===== src/hdl/brq_pkg.sv =====
`timescale 1ns / 1ps
// Shared constants and types for the byte ring queue with seek.
package brq_pkg;

  localparam int DEPTH_DEF = 256;
  localparam int BYTE_W    = 8;
  localparam int ACTION_W  = 3;

  typedef enum logic [ACTION_W-1:0] {
    ACT_PUSH   = 3'd0,
    ACT_POP    = 3'd1,
    ACT_PEEK   = 3'd2,
    ACT_READ   = 3'd3,
    ACT_REMOVE = 3'd4,
    ACT_CLEAR  = 3'd5,
    ACT_SEEK   = 3'd6,
    ACT_NONE   = 3'd7
  } action_t;

endpackage


===== src/hdl/brq_ifs.sv =====
`timescale 1ns / 1ps
// Valid/ready channel interfaces for the queue's input and result transactions.
interface brq_in_if;
  logic                          valid;
  logic                          ready;
  logic [brq_pkg::ACTION_W-1:0]  action;
  logic [brq_pkg::BYTE_W-1:0]    value;
  logic [brq_pkg::BYTE_W-1:0]    index;

  modport source (output valid, output action, output value, output index, input ready);
  modport sink   (input valid, input action, input value, input index, output ready);
endinterface

interface brq_out_if;
  logic                        valid;
  logic                        ready;
  logic [brq_pkg::BYTE_W-1:0]  data_out;
  logic [brq_pkg::BYTE_W-1:0]  position;
  logic [brq_pkg::BYTE_W-1:0]  count;
  logic                        accepted;

  modport source (output valid, output data_out, output position, output count,
                  output accepted, input ready);
  modport sink   (input valid, input data_out, input position, input count,
                  input accepted, output ready);
endinterface


===== src/hdl/brq_ram.sv =====
`timescale 1ns / 1ps
// Simple dual-port slot memory, one write and one registered read per cycle.
module brq_ram #(
  parameter int DEPTH = brq_pkg::DEPTH_DEF,
  parameter int AW    = $clog2(DEPTH)
) (
  input  logic                       clk,
  input  logic                       rd_en,
  input  logic [AW-1:0]              rd_addr,
  output logic [brq_pkg::BYTE_W-1:0] rd_data,
  input  logic                       wr_en,
  input  logic [AW-1:0]              wr_addr,
  input  logic [brq_pkg::BYTE_W-1:0] wr_data
);

  logic [brq_pkg::BYTE_W-1:0] mem [DEPTH];
  logic [brq_pkg::BYTE_W-1:0] rd_data_r;

  always_ff @(posedge clk) begin
    if (wr_en) begin
      mem[wr_addr] <= wr_data;
    end
    if (rd_en) begin
      rd_data_r <= mem[rd_addr];
    end
  end

  assign rd_data = rd_data_r;

endmodule


===== src/hdl/byte_ring_queue_with_seek.sv =====
`timescale 1ns / 1ps
// Top level of the byte ring queue with seek.
// Push, remove, clear, unused codes and rejected actions go from accept to the response state.
// Pop, peek and slot read that reach the memory first pass the read state, which takes the slot read.
// Seek reads one slot a cycle from the head to a match or count slots; empty skips the scan.
// One transaction in work at a time; ready returns as the result is loaded into the output
// register, so a stalled result holding that register also holds off the next transaction.
// Synchronous active-low reset empties the queue; no memory clearing pass is needed.
module byte_ring_queue_with_seek #(
  parameter int DEPTH = brq_pkg::DEPTH_DEF
) (
  input logic       clk,
  input logic       rst_n,
  brq_in_if.sink    in_ch,
  brq_out_if.source out_ch
);

  localparam int PW = $clog2(DEPTH);
  localparam int CW = PW;
  localparam int AW = ((PW > brq_pkg::BYTE_W) ? PW : brq_pkg::BYTE_W) + 1;

  typedef enum logic [3:0] {
    S_IDLE = 4'b0001,
    S_RD   = 4'b0010,
    S_SEEK = 4'b0100,
    S_RESP = 4'b1000
  } state_t;

  state_t state_r, state_nxt;

  logic [PW-1:0] head_r, head_nxt;
  logic [PW-1:0] tail_r, tail_nxt;
  logic [CW-1:0] count_r, count_nxt;
  logic [PW-1:0] scan_ptr_r, scan_ptr_nxt;
  logic [CW-1:0] issue_cnt_r, issue_cnt_nxt;
  logic [CW-1:0] cmp_idx_r, cmp_idx_nxt;
  logic          cmp_valid_r, cmp_valid_nxt;
  logic [brq_pkg::BYTE_W-1:0] needle_r, needle_nxt;
  logic [brq_pkg::BYTE_W-1:0] res_data_r, res_data_nxt;
  logic [brq_pkg::BYTE_W-1:0] res_pos_r, res_pos_nxt;
  logic          res_acc_r, res_acc_nxt;

  logic          out_valid_r, out_valid_nxt;
  logic [brq_pkg::BYTE_W-1:0] out_data_r, out_data_nxt;
  logic [brq_pkg::BYTE_W-1:0] out_pos_r, out_pos_nxt;
  logic [brq_pkg::BYTE_W-1:0] out_count_r, out_count_nxt;
  logic          out_acc_r, out_acc_nxt;

  logic          rd_en, wr_en;
  logic [PW-1:0] rd_addr, wr_addr;
  logic [brq_pkg::BYTE_W-1:0] wr_data, rd_data;

  logic          in_fire, out_fire;
  logic [AW-1:0] peek_sum, peek_wrap, idx_ext, slot_off;
  logic          queue_full, queue_empty, peek_ok, read_ok;

  assign in_ch.ready     = (state_r == S_IDLE);
  assign in_fire         = in_ch.valid && in_ch.ready;
  assign out_fire        = out_valid_r && out_ch.ready;

  assign out_ch.valid    = out_valid_r;
  assign out_ch.data_out = out_data_r;
  assign out_ch.position = out_pos_r;
  assign out_ch.count    = out_count_r;
  assign out_ch.accepted = out_acc_r;

  assign queue_full  = (count_r == CW'(DEPTH - 1));
  assign queue_empty = (count_r == '0);

  // peek address wraps at most once since offset < count < DEPTH
  assign peek_sum  = AW'(head_r) + AW'(in_ch.index);
  assign peek_wrap = (peek_sum >= AW'(DEPTH)) ? (peek_sum - AW'(DEPTH)) : peek_sum;
  assign peek_ok   = (AW'(in_ch.index) < AW'(count_r));

  // reads of slots outside the held region are rejected and return zero data
  assign idx_ext  = AW'(in_ch.index);
  assign slot_off = (idx_ext >= AW'(head_r)) ? (idx_ext - AW'(head_r))
                                             : (idx_ext + AW'(DEPTH) - AW'(head_r));
  assign read_ok  = (idx_ext < AW'(DEPTH)) && (slot_off < AW'(count_r));

  function automatic logic [PW-1:0] wrap_inc(input logic [PW-1:0] p);
    return (p == PW'(DEPTH - 1)) ? '0 : p + PW'(1);
  endfunction

  function automatic logic [PW-1:0] wrap_dec(input logic [PW-1:0] p);
    return (p == '0) ? PW'(DEPTH - 1) : p - PW'(1);
  endfunction

  always_comb begin
    state_nxt     = state_r;
    head_nxt      = head_r;
    tail_nxt      = tail_r;
    count_nxt     = count_r;
    scan_ptr_nxt  = scan_ptr_r;
    issue_cnt_nxt = issue_cnt_r;
    cmp_idx_nxt   = cmp_idx_r;
    cmp_valid_nxt = 1'b0;
    needle_nxt    = needle_r;
    res_data_nxt  = res_data_r;
    res_pos_nxt   = res_pos_r;
    res_acc_nxt   = res_acc_r;
    out_valid_nxt = out_valid_r && !out_fire;
    out_data_nxt  = out_data_r;
    out_pos_nxt   = out_pos_r;
    out_count_nxt = out_count_r;
    out_acc_nxt   = out_acc_r;
    rd_en         = 1'b0;
    rd_addr       = head_r;
    wr_en         = 1'b0;
    wr_addr       = tail_r;
    wr_data       = in_ch.value;

    unique case (state_r)
      S_IDLE: begin
        if (in_fire) begin
          res_data_nxt = '0;
          res_pos_nxt  = '0;
          res_acc_nxt  = 1'b0;
          state_nxt    = S_RESP;
          case (brq_pkg::action_t'(in_ch.action))
            brq_pkg::ACT_PUSH: begin
              if (!queue_full) begin
                wr_en       = 1'b1;
                tail_nxt    = wrap_inc(tail_r);
                count_nxt   = count_r + CW'(1);
                res_acc_nxt = 1'b1;
              end
            end
            brq_pkg::ACT_POP: begin
              if (!queue_empty) begin
                rd_en       = 1'b1;
                rd_addr     = head_r;
                head_nxt    = wrap_inc(head_r);
                count_nxt   = count_r - CW'(1);
                res_acc_nxt = 1'b1;
                state_nxt   = S_RD;
              end
            end
            brq_pkg::ACT_PEEK: begin
              if (peek_ok) begin
                rd_en     = 1'b1;
                rd_addr   = PW'(peek_wrap);
                state_nxt = S_RD;
              end
            end
            brq_pkg::ACT_READ: begin
              if (read_ok) begin
                rd_en     = 1'b1;
                rd_addr   = PW'(idx_ext);
                state_nxt = S_RD;
              end
            end
            brq_pkg::ACT_REMOVE: begin
              if (!queue_empty) begin
                tail_nxt    = wrap_dec(tail_r);
                count_nxt   = count_r - CW'(1);
                res_acc_nxt = 1'b1;
              end
            end
            brq_pkg::ACT_CLEAR: begin
              head_nxt  = '0;
              tail_nxt  = '0;
              count_nxt = '0;
            end
            brq_pkg::ACT_SEEK: begin
              if (!queue_empty) begin
                scan_ptr_nxt  = head_r;
                issue_cnt_nxt = '0;
                needle_nxt    = in_ch.value;
                state_nxt     = S_SEEK;
              end
            end
            default: ;
          endcase
        end
      end
      S_RD: begin
        res_data_nxt = rd_data;
        state_nxt    = S_RESP;
      end
      S_SEEK: begin
        if (cmp_valid_r && (rd_data == needle_r)) begin
          res_pos_nxt = brq_pkg::BYTE_W'(cmp_idx_r);
          state_nxt   = S_RESP;
        end else if (cmp_valid_r && (cmp_idx_r == count_r)) begin
          res_pos_nxt = '0;
          state_nxt   = S_RESP;
        end else if (issue_cnt_r != count_r) begin
          rd_en         = 1'b1;
          rd_addr       = scan_ptr_r;
          scan_ptr_nxt  = wrap_inc(scan_ptr_r);
          issue_cnt_nxt = issue_cnt_r + CW'(1);
          cmp_idx_nxt   = issue_cnt_r + CW'(1);
          cmp_valid_nxt = 1'b1;
        end
      end
      S_RESP: begin
        if (!out_valid_r || out_ch.ready) begin
          out_valid_nxt = 1'b1;
          out_data_nxt  = res_data_r;
          out_pos_nxt   = res_pos_r;
          out_count_nxt = brq_pkg::BYTE_W'(count_r);
          out_acc_nxt   = res_acc_r;
          state_nxt     = S_IDLE;
        end
      end
      default: state_nxt = S_IDLE;
    endcase
  end

  always_ff @(posedge clk) begin
    if (!rst_n) begin
      state_r     <= S_IDLE;
      head_r      <= '0;
      tail_r      <= '0;
      count_r     <= '0;
      cmp_valid_r <= 1'b0;
      out_valid_r <= 1'b0;
    end else begin
      state_r     <= state_nxt;
      head_r      <= head_nxt;
      tail_r      <= tail_nxt;
      count_r     <= count_nxt;
      cmp_valid_r <= cmp_valid_nxt;
      out_valid_r <= out_valid_nxt;
    end
  end

  always_ff @(posedge clk) begin
    scan_ptr_r  <= scan_ptr_nxt;
    issue_cnt_r <= issue_cnt_nxt;
    cmp_idx_r   <= cmp_idx_nxt;
    needle_r    <= needle_nxt;
    res_data_r  <= res_data_nxt;
    res_pos_r   <= res_pos_nxt;
    res_acc_r   <= res_acc_nxt;
    out_data_r  <= out_data_nxt;
    out_pos_r   <= out_pos_nxt;
    out_count_r <= out_count_nxt;
    out_acc_r   <= out_acc_nxt;
  end

  brq_ram #(
    .DEPTH (DEPTH),
    .AW    (PW)
  ) u_ram (
    .clk     (clk),
    .rd_en   (rd_en),
    .rd_addr (rd_addr),
    .rd_data (rd_data),
    .wr_en   (wr_en),
    .wr_addr (wr_addr),
    .wr_data (wr_data)
  );

endmodule


===== src/flat_wrapper.sv =====
// flat-port wrapper written by rule: the top's interface ports become plain ports
module byte_ring_queue_with_seek_flat 
#(
  parameter int DEPTH = brq_pkg::DEPTH_DEF
)
  (clk, rst_n, in_ch_valid, in_ch_action, in_ch_value, in_ch_index, in_ch_ready, out_ch_valid, out_ch_data_out, out_ch_position, out_ch_count, out_ch_accepted, out_ch_ready);
  brq_in_if in_ch_i ();
  brq_out_if out_ch_i ();
  input logic clk;
  input logic rst_n;
  input wire logic [$bits(in_ch_i.valid)-1:0] in_ch_valid;
  input wire logic [$bits(in_ch_i.action)-1:0] in_ch_action;
  input wire logic [$bits(in_ch_i.value)-1:0] in_ch_value;
  input wire logic [$bits(in_ch_i.index)-1:0] in_ch_index;
  output wire logic [$bits(in_ch_i.ready)-1:0] in_ch_ready;
  output wire logic [$bits(out_ch_i.valid)-1:0] out_ch_valid;
  output wire logic [$bits(out_ch_i.data_out)-1:0] out_ch_data_out;
  output wire logic [$bits(out_ch_i.position)-1:0] out_ch_position;
  output wire logic [$bits(out_ch_i.count)-1:0] out_ch_count;
  output wire logic [$bits(out_ch_i.accepted)-1:0] out_ch_accepted;
  input wire logic [$bits(out_ch_i.ready)-1:0] out_ch_ready;
  assign in_ch_i.valid = in_ch_valid;
  assign in_ch_i.action = in_ch_action;
  assign in_ch_i.value = in_ch_value;
  assign in_ch_i.index = in_ch_index;
  assign in_ch_ready = in_ch_i.ready;
  assign out_ch_valid = out_ch_i.valid;
  assign out_ch_data_out = out_ch_i.data_out;
  assign out_ch_position = out_ch_i.position;
  assign out_ch_count = out_ch_i.count;
  assign out_ch_accepted = out_ch_i.accepted;
  assign out_ch_i.ready = out_ch_ready;
  byte_ring_queue_with_seek #(.DEPTH(DEPTH)) u_core (.clk(clk), .rst_n(rst_n), .in_ch(in_ch_i), .out_ch(out_ch_i));
endmodule

===== config.mk =====
export PLATFORM = sky130hd
export DESIGN_NAME = byte_ring_queue_with_seek_flat
export DESIGN_NICKNAME = d
export VERILOG_FILES = /design/src/hdl/brq_pkg.sv /design/src/hdl/brq_ifs.sv /design/src/hdl/brq_ram.sv /design/src/hdl/byte_ring_queue_with_seek.sv /design/src/flat_wrapper.sv
export SDC_FILE = /design/constraint.sdc
export NUM_CORES = 2
export LEC_CHECK = 0
export ABC_CLOCK_PERIOD_IN_PS = 7400
export BUFFER_PORTS_ARGS = -buffer_cell sky130_fd_sc_hd__clkbuf_2
export CAP_MARGIN = 5
export CORE_MARGIN = 2
export CORE_UTILIZATION = 55
export CTS_BUF_LIST = sky130_fd_sc_hd__clkbuf_2
export CTS_CLUSTER_SIZE = 25
export DETAILED_ROUTE_END_ITERATION = 10
export PLACE_DENSITY = 0.71
export SYNTH_ARGS = -nofsm -noshare
export SYNTH_HDL_FRONTEND = slang
export SYNTH_SLANG_ARGS = --single-unit

===== constraint.sdc =====
create_clock -name clk -period 7.4 [get_ports clk]
set_input_delay 1.48 -clock clk [delete_from_list [all_inputs] [get_ports clk]]
set_output_delay 1.48 -clock clk [all_outputs]
set_load 0.05 [all_outputs]

---- Yosys cells after proc, flatten, opt, wreduce, memory -nomap -nowiden ----
Memory sizes are Yosys's and may differ from the RTL's. A register that Yosys moved wholly into a read port is not among the register bits.
Cells that the tools add are included.
cells by class
  reduce and logical (&&, ||, !) cells .... 30
  $lt $le $gt $ge ......................... 5
  equal/unequal tests ..................... 29
  mux-type cells .......................... 69
  bitwise operators ....................... 3
  add/subtract/negate cells ............... 12
operators with widths
  kind                                                                          number
  8-bit two-way mux                                                             31
  8-bit case mux with 2 select lines                                            7
  8-bit case mux with 3 select lines                                            2
  8-bit by 1-bit adder with 8-bit output, second input constant                 5
  8-bit == test, second input constant                                          4
  4-bit two-way mux                                                             8
  4-bit case mux with 4 select lines                                            2
  8-bit by 1-bit subtractor with 8-bit output, second input constant            3
  2-bit inequality test, second input constant                                  9
  8-bit == test                                                                 2
  8-bit logical NOT                                                             2
  1-bit two-way mux                                                             15
  4-bit AND reduction                                                           3
  5-bit AND reduction                                                           2
  8-bit by 8-bit adder with 9-bit output                                        1
  8-bit by 9-bit adder with 9-bit output, second input constant                 1
  3-bit == test, second input constant                                          3
  9-bit >= comparator, second input constant                                    1
  8-bit by 9-bit less-than comparator with 1-bit output, second input constant  1
  9-bit by 8-bit less-than comparator with 1-bit output                         1
  9-bit two-way mux                                                             1
  8-bit by 8-bit subtractor with 9-bit output                                   1
  9-bit by 8-bit subtractor with 9-bit output                                   1
  8-bit >= comparator                                                           1
  23 further kinds                                                              41
word-level totals
  memories kept ........................... 1
  word-level logic and storage cells ...... 166
  register bits after elaboration ......... 104
  output and inout port bits .............. 27
  input bits .............................. 23
  bits in writable memories ............... 2048
memories
  memory            depth  bits a word  rd ports  clocked after Yosys merged registers in  wr ports  RTL line       RTL
  u_core.u_ram.mem  256    8            1         1                                        1         brq_ram.sv:16  logic [brq_pkg::BYTE_W-1:0] mem [DEPTH];

---- Longest topological paths before layout ----
  depth after elaboration ................. 9
  depth in mapped cells ................... 27
  depth with buffers taken out ............ 23

---- Modules after synthesis ----
Synthesis repeated with hierarchy kept, for this count alone.
second synthesis, totals
  cells, all modules ...................... 4350
  area total of the unflattened synthesis .. 85852.3 um2
by module, submodules not included
  module                     instances  cells each  sequential area each (um2)  area an instance (um2)
  brq_ram                    1          3733        61739.2                     79636.4
  byte_ring_queue_with_seek  1          617         2822.7                      6216.0

---- Least setup slack after synthesis ----
No wires, ideal clock.
  kind .................................... input -> register
  start ................................... input port in_ch_index[2]
  end ..................................... register u_core.u_ram.rd_data_r (netlist bit u_core.u_ram.rd_data[6]), read port of u_core.u_ram.mem (data pin)
  setup slack ............................. 1.018 ns
  arrival ................................. 6.115 ns
  buffers on the path ..................... 4
  data required time ...................... 7.133 ns
  setup time .............................. 0.267 ns
  stages on the path ...................... 24
  cells stage by stage .................... ha_1 > buf_2 > inv_1 > o21ai_0 > a21oi_1 > o21bai_1 > a21o_1 > a21oi_1 > xnor2_1 > ha_1 > nand4_1 > o31ai_1 > nor2_1 > and3_1 > or2_1 > clkbuf_1 > buf_1 > o2111ai_1 > clkbuf_1 > o22ai_1 > nor4_1 > o22ai_1 > nor4_1 > nor4_1
between the ends
  longest elaborated chain between the ends .. 9
  elaborated cells between the ends (all ways) .. 23
  those cells by class .................... add/sub: 5; order compare: 5; mux: 12; reduce/logical: 1
ends and longest elaborated chain
  item                                                                                      RTL line                          RTL
  start, declared                                                                           flat_wrapper.sv:14                input wire logic [$bits(in_ch_i.index)-1:0] in_ch_index;
  8-bit by 9-bit adder with 9-bit output                                                    byte_ring_queue_with_seek.sv:78   : (idx_ext + AW'(DEPTH) - AW'(head_r));
  9-bit by 8-bit subtractor with 9-bit output                                               byte_ring_queue_with_seek.sv:78
  9-bit two-way mux                                                                         byte_ring_queue_with_seek.sv:77   assign slot_off = (idx_ext >= AW'(head_r)) ? (idx_ext - AW'(head_r))
  9-bit by 8-bit less-than comparator with 1-bit output                                     byte_ring_queue_with_seek.sv:79   assign read_ok = (idx_ext < AW'(DEPTH)) && (slot_off < AW'(count_r));
  1-bit logical AND                                                                         byte_ring_queue_with_seek.sv:79
  1-bit two-way mux or 8-bit two-way mux (tied branches)                                    byte_ring_queue_with_seek.sv:147  if (read_ok) begin
  1-bit case mux with 3 select lines or 8-bit case mux with 2 select lines (tied branches)  byte_ring_queue_with_seek.sv:120  case (brq_pkg::action_t'(in_ch.action))
  1-bit two-way mux or 8-bit two-way mux (tied branches)                                    byte_ring_queue_with_seek.sv:115  if (in_fire) begin
  1-bit case mux with 2 select lines or 8-bit case mux with 2 select lines (tied branches)  byte_ring_queue_with_seek.sv:113  unique case (state_r)
  end, declared                                                                             brq_ram.sv:17                     logic [brq_pkg::BYTE_W-1:0] rd_data_r;
Several ways; a longest one is shown, not always the timed one.
A chain may end at the register's enable or synchronous reset.

---- Worst setup path after layout ----
  start ................................... register u_core.head_r[1]
  end ..................................... register u_core.u_ram.rd_data_r (netlist bit u_core.u_ram.rd_data[4]), read port of u_core.u_ram.mem (data pin)
between the ends
  longest elaborated chain between the ends .. 8
  elaborated cells between the ends (all ways) .. 22
  those cells by class .................... add/sub: 4; order compare: 3; mux: 14; reduce/logical: 1
ends and longest elaborated chain
  item                                                                                      RTL line                          RTL
  start, declared                                                                           byte_ring_queue_with_seek.sv:31   logic [PW-1:0] head_r, head_nxt;
  start signal, assigned                                                                    byte_ring_queue_with_seek.sv:221  head_r <= head_nxt;
  9-bit by 8-bit subtractor with 9-bit output, or another cell as far along                 byte_ring_queue_with_seek.sv:78
  9-bit two-way mux                                                                         byte_ring_queue_with_seek.sv:77
  9-bit by 8-bit less-than comparator with 1-bit output                                     byte_ring_queue_with_seek.sv:79
  1-bit logical AND                                                                         byte_ring_queue_with_seek.sv:79
  1-bit two-way mux or 8-bit two-way mux (tied branches)                                    byte_ring_queue_with_seek.sv:147
  1-bit case mux with 3 select lines or 8-bit case mux with 2 select lines (tied branches)  byte_ring_queue_with_seek.sv:120
  1-bit two-way mux or 8-bit two-way mux (tied branches)                                    byte_ring_queue_with_seek.sv:115
  1-bit case mux with 2 select lines or 8-bit case mux with 2 select lines (tied branches)  byte_ring_queue_with_seek.sv:113
Several ways; a longest one is shown, not always the timed one.

==> results.ini <==
[global_routing]
grt_pass1_wl_um=365000
grt_pass1_vias=55400
antenna_found_initial=10
grt.total_usage=0.307
grt_max_degree=186
overflow=0

[yosys]
synthAdderAreaFrac=0.00682
synth-seq-cells=2160
synthXorXnorAreaFrac=0.00590
yosysUniqueCellTypes=82
synth.area.top_cells=edfxtp_1, mux2i_1, nand2_1, nand3_1, nor2_1
ys_warn_count=0
synthSimpleGateAreaFrac=0.0991
synth_area_per_cell_sq_um=14.5
syn_nets=6104
netlist_instances=6035
syn_area_sq_um=87600
synthMuxAreaShare=0.0622
seq_area_frac_synth=0.737
yosys.area.top_type=edfxtp_1
synth-edff-count=2130
async_flop_share=0
synth_top_family_by_area=simple AND/OR/NAND/NOR gates
synth_top_area_frac=0.730
ys.flop_type=edfxtp_1
synth_compound_area_frac=0.0690

[setup_path]
r2r-end=u_core.u_ram.rd_data[4]
endpoint_kind=flip-flop
required_ns=8.96
critPathMaxStageDelay_ns=0.73
crit_path_start_kind=flip-flop
r2r_cells=26
r2r_start=u_core.head_r[1]
cp_common_cell=buf_4
crit_path_max_fanout=31
cp.arrival_ns=8.61
worst-path-buf-inv=7
cp-endpoint=u_core.u_ram.rd_data[4]
r2r_setup_slack_ns=0.35
critPathSlowestCell=nor4_1
critPathKind=flip-flop to flip-flop
cpLargestDelayFamily=compound AO/OA/AOI/OAI gates
cp.depth=26
crit_start=u_core.head_r[1]

[cts]
clock_path_buffers=4
holdBufCountCts=4
cts_made_buffers=552
clock-sinks=2160
clock_latency_ns=1.88
path_clk_slew_ns=0.12
cts-root-buf=clkbuf_2
cts_tree=built
postCtsSetupBuffers=0
ctsResizeCount=0
htree_levels=6

[layout]
syn_to_final_growth_pct=11.0
nFillCells=11800
largest_reg_flops=2048
largest-register=u_core.u_ram.mem
finalNetCount=6681
drive_gt1_frac=0.185
finalInstanceArea_sq_um=97300

[sta]
tightestPinTransition_ns=1.46
relSlewSlack=0.0233
setup_ws_ns=0.349
post-route-period-util=0.953
skew_ns=0.177
worst_hold_slack_ns=0.198
rsz0062_at_grt=no
slew_viol_final=0
max_freq_mhz=142
period_needed_ns=7.05
hold_viol_final=0
setup_viol=0

[place]
portBuffers=49
dp_slack_ns=-0.520
placed_area_sq_um=92700
hpwl_um=159000
place_congestion=0.967

[floorplan]
die_area_sq_um=163000
coreArea_sq_um=158000
start_util=0.553
io_pins=50
die_x_um=403
core.rowCount=146
fp.dieH_um=403

[drt]
post_drt_wl_per_cell_um=27.9
drt_pass1_iterations=7
via_per_inst=6.35
vias=57400
ant_nets=0
post-route-drc-count=0
first_iter_violations=8652
wirelength_um=252000

[pwr]
leakage_nw=32.1
peakVddDrop_v=0.000196
power.density_nw_per_um2=230

[run]
drv_cap=0

[hold_path]
hold_class=primary input to flip-flop

[outcome]
status=finished, final reports clean

cell usage after synthesis (11+ instances only):
cell / instances
nor4_1: 59
ha_1: 43
o22ai_1: 119
buf_1: 36
a32o_1: 14
and3_1: 64
xnor2_1: 50
nor3_1: 33
a22o_1: 20
mux2i_1: 523
a21oi_1: 198
edfxtp_1: 2130
o2111ai_1: 15
nor2_1: 349
nor2b_1: 14
a22oi_1: 58
nand4_1: 73
a211oi_1: 34
a32oi_1: 59
clkbuf_1: 187
o32ai_1: 61
nand3_1: 369
a311oi_1: 20
a211o_1: 11
nand2_1: 901
o211ai_1: 42
mux2_2: 19
a2111oi_0: 12
dfxtp_1: 30
and2_1: 19
buf_2: 152
o21ai_0: 84
a31oi_1: 23
inv_1: 37
per-stage QoR:
step	power (W)	util	TNS, ns	std cells
2_1_floorplan	0.0143	-	0	6035
3_3_place_gp	0.0149	0.585	-1.54	8126
3_5_place_dp	0.0149	0.585	-1.65	8126
4_1_cts	0.0224	0.614	0	9029
5_1_grt	0.0231	0.614	0	9031
6_report	0.0224	0.614	0	9044
per-layer routing:
layer / GRT usage / wire, um / vias up
met3: 0.0745 / 28500 / 583
li1: - / - / 24700
met1: 0.418 / 95400 / 28400
met5: 0 / 26 / -
met4: 0.169 / 13200 / 4
met2: 0.461 / 115000 / 3770
cells by family after synthesis:
family / after synthesis
DFF: 2160
and+or+nand+nor: 1947
AOI/OAI and AO/OA: 863
muxes: 542
buffers and inverters: 418
xor gates and xnor gates: 59
adders and majority gates: 46
final cells by class:
cell class                 instances  area (sq um)  share of cell area
timing repair buffer             402          3860              0.0397
multi-input combinational       3457         21500               0.221
clock buffer                     787          3940              0.0405
sequential                      2160         64600               0.663
tap                             2072          2590              0.0266
antenna                           15          37.5            0.000386
inverter                          39           146             0.00150
clock inverter                   112           641             0.00658
report_power, final:
group,switching (W),total (W),internal [W]
registers,0.0000269,0.0135,0.0135
logic,0.000840,0.00116,0.000324
clock network,0.00464,0.00772,0.00308
total,0.00551,0.0224,0.0169
placed cells by master (no fill, tap or decap), types with 59 or more instances in the layout:
master / count
nand4_1: 73
clkbuf_2: 828
o21ai_0: 83
buf_12: 71
nor2_1: 347
nand3_1: 363
and3_1: 63
clkinv_1: 85
a21oi_1: 195
o22ai_1: 119
edfxtp_1: 2130
buf_4: 278
o32ai_1: 61
nand2_1: 900
a32oi_1: 59
mux2i_1: 523
how the worst min path moves through the flow:
stage / slack, ns / cells after the start / startpoint / end
3_5_place_dp: 0.40 / 0 / u_core.res_data_r[0] / u_core.out_ch.data_out[0]
2_1_floorplan: 0.40 / 0 / u_core.res_acc_r / u_core.out_ch.accepted
4_1_cts: 0.04 / 1 / in_ch_value[3] / u_core.u_ram.mem[134][3]
5_1_grt: 0.16 / 1 / in_ch_value[3] / u_core.u_ram.mem[134][3]
3_3_place_gp: 0.40 / 0 / u_core.res_data_r[6] / u_core.out_ch.data_out[6]
6_report: 0.20 / 1 / in_ch_value[3] / u_core.u_ram.mem[167][3]
Note: power is estimated with default switching activity, not from simulation.
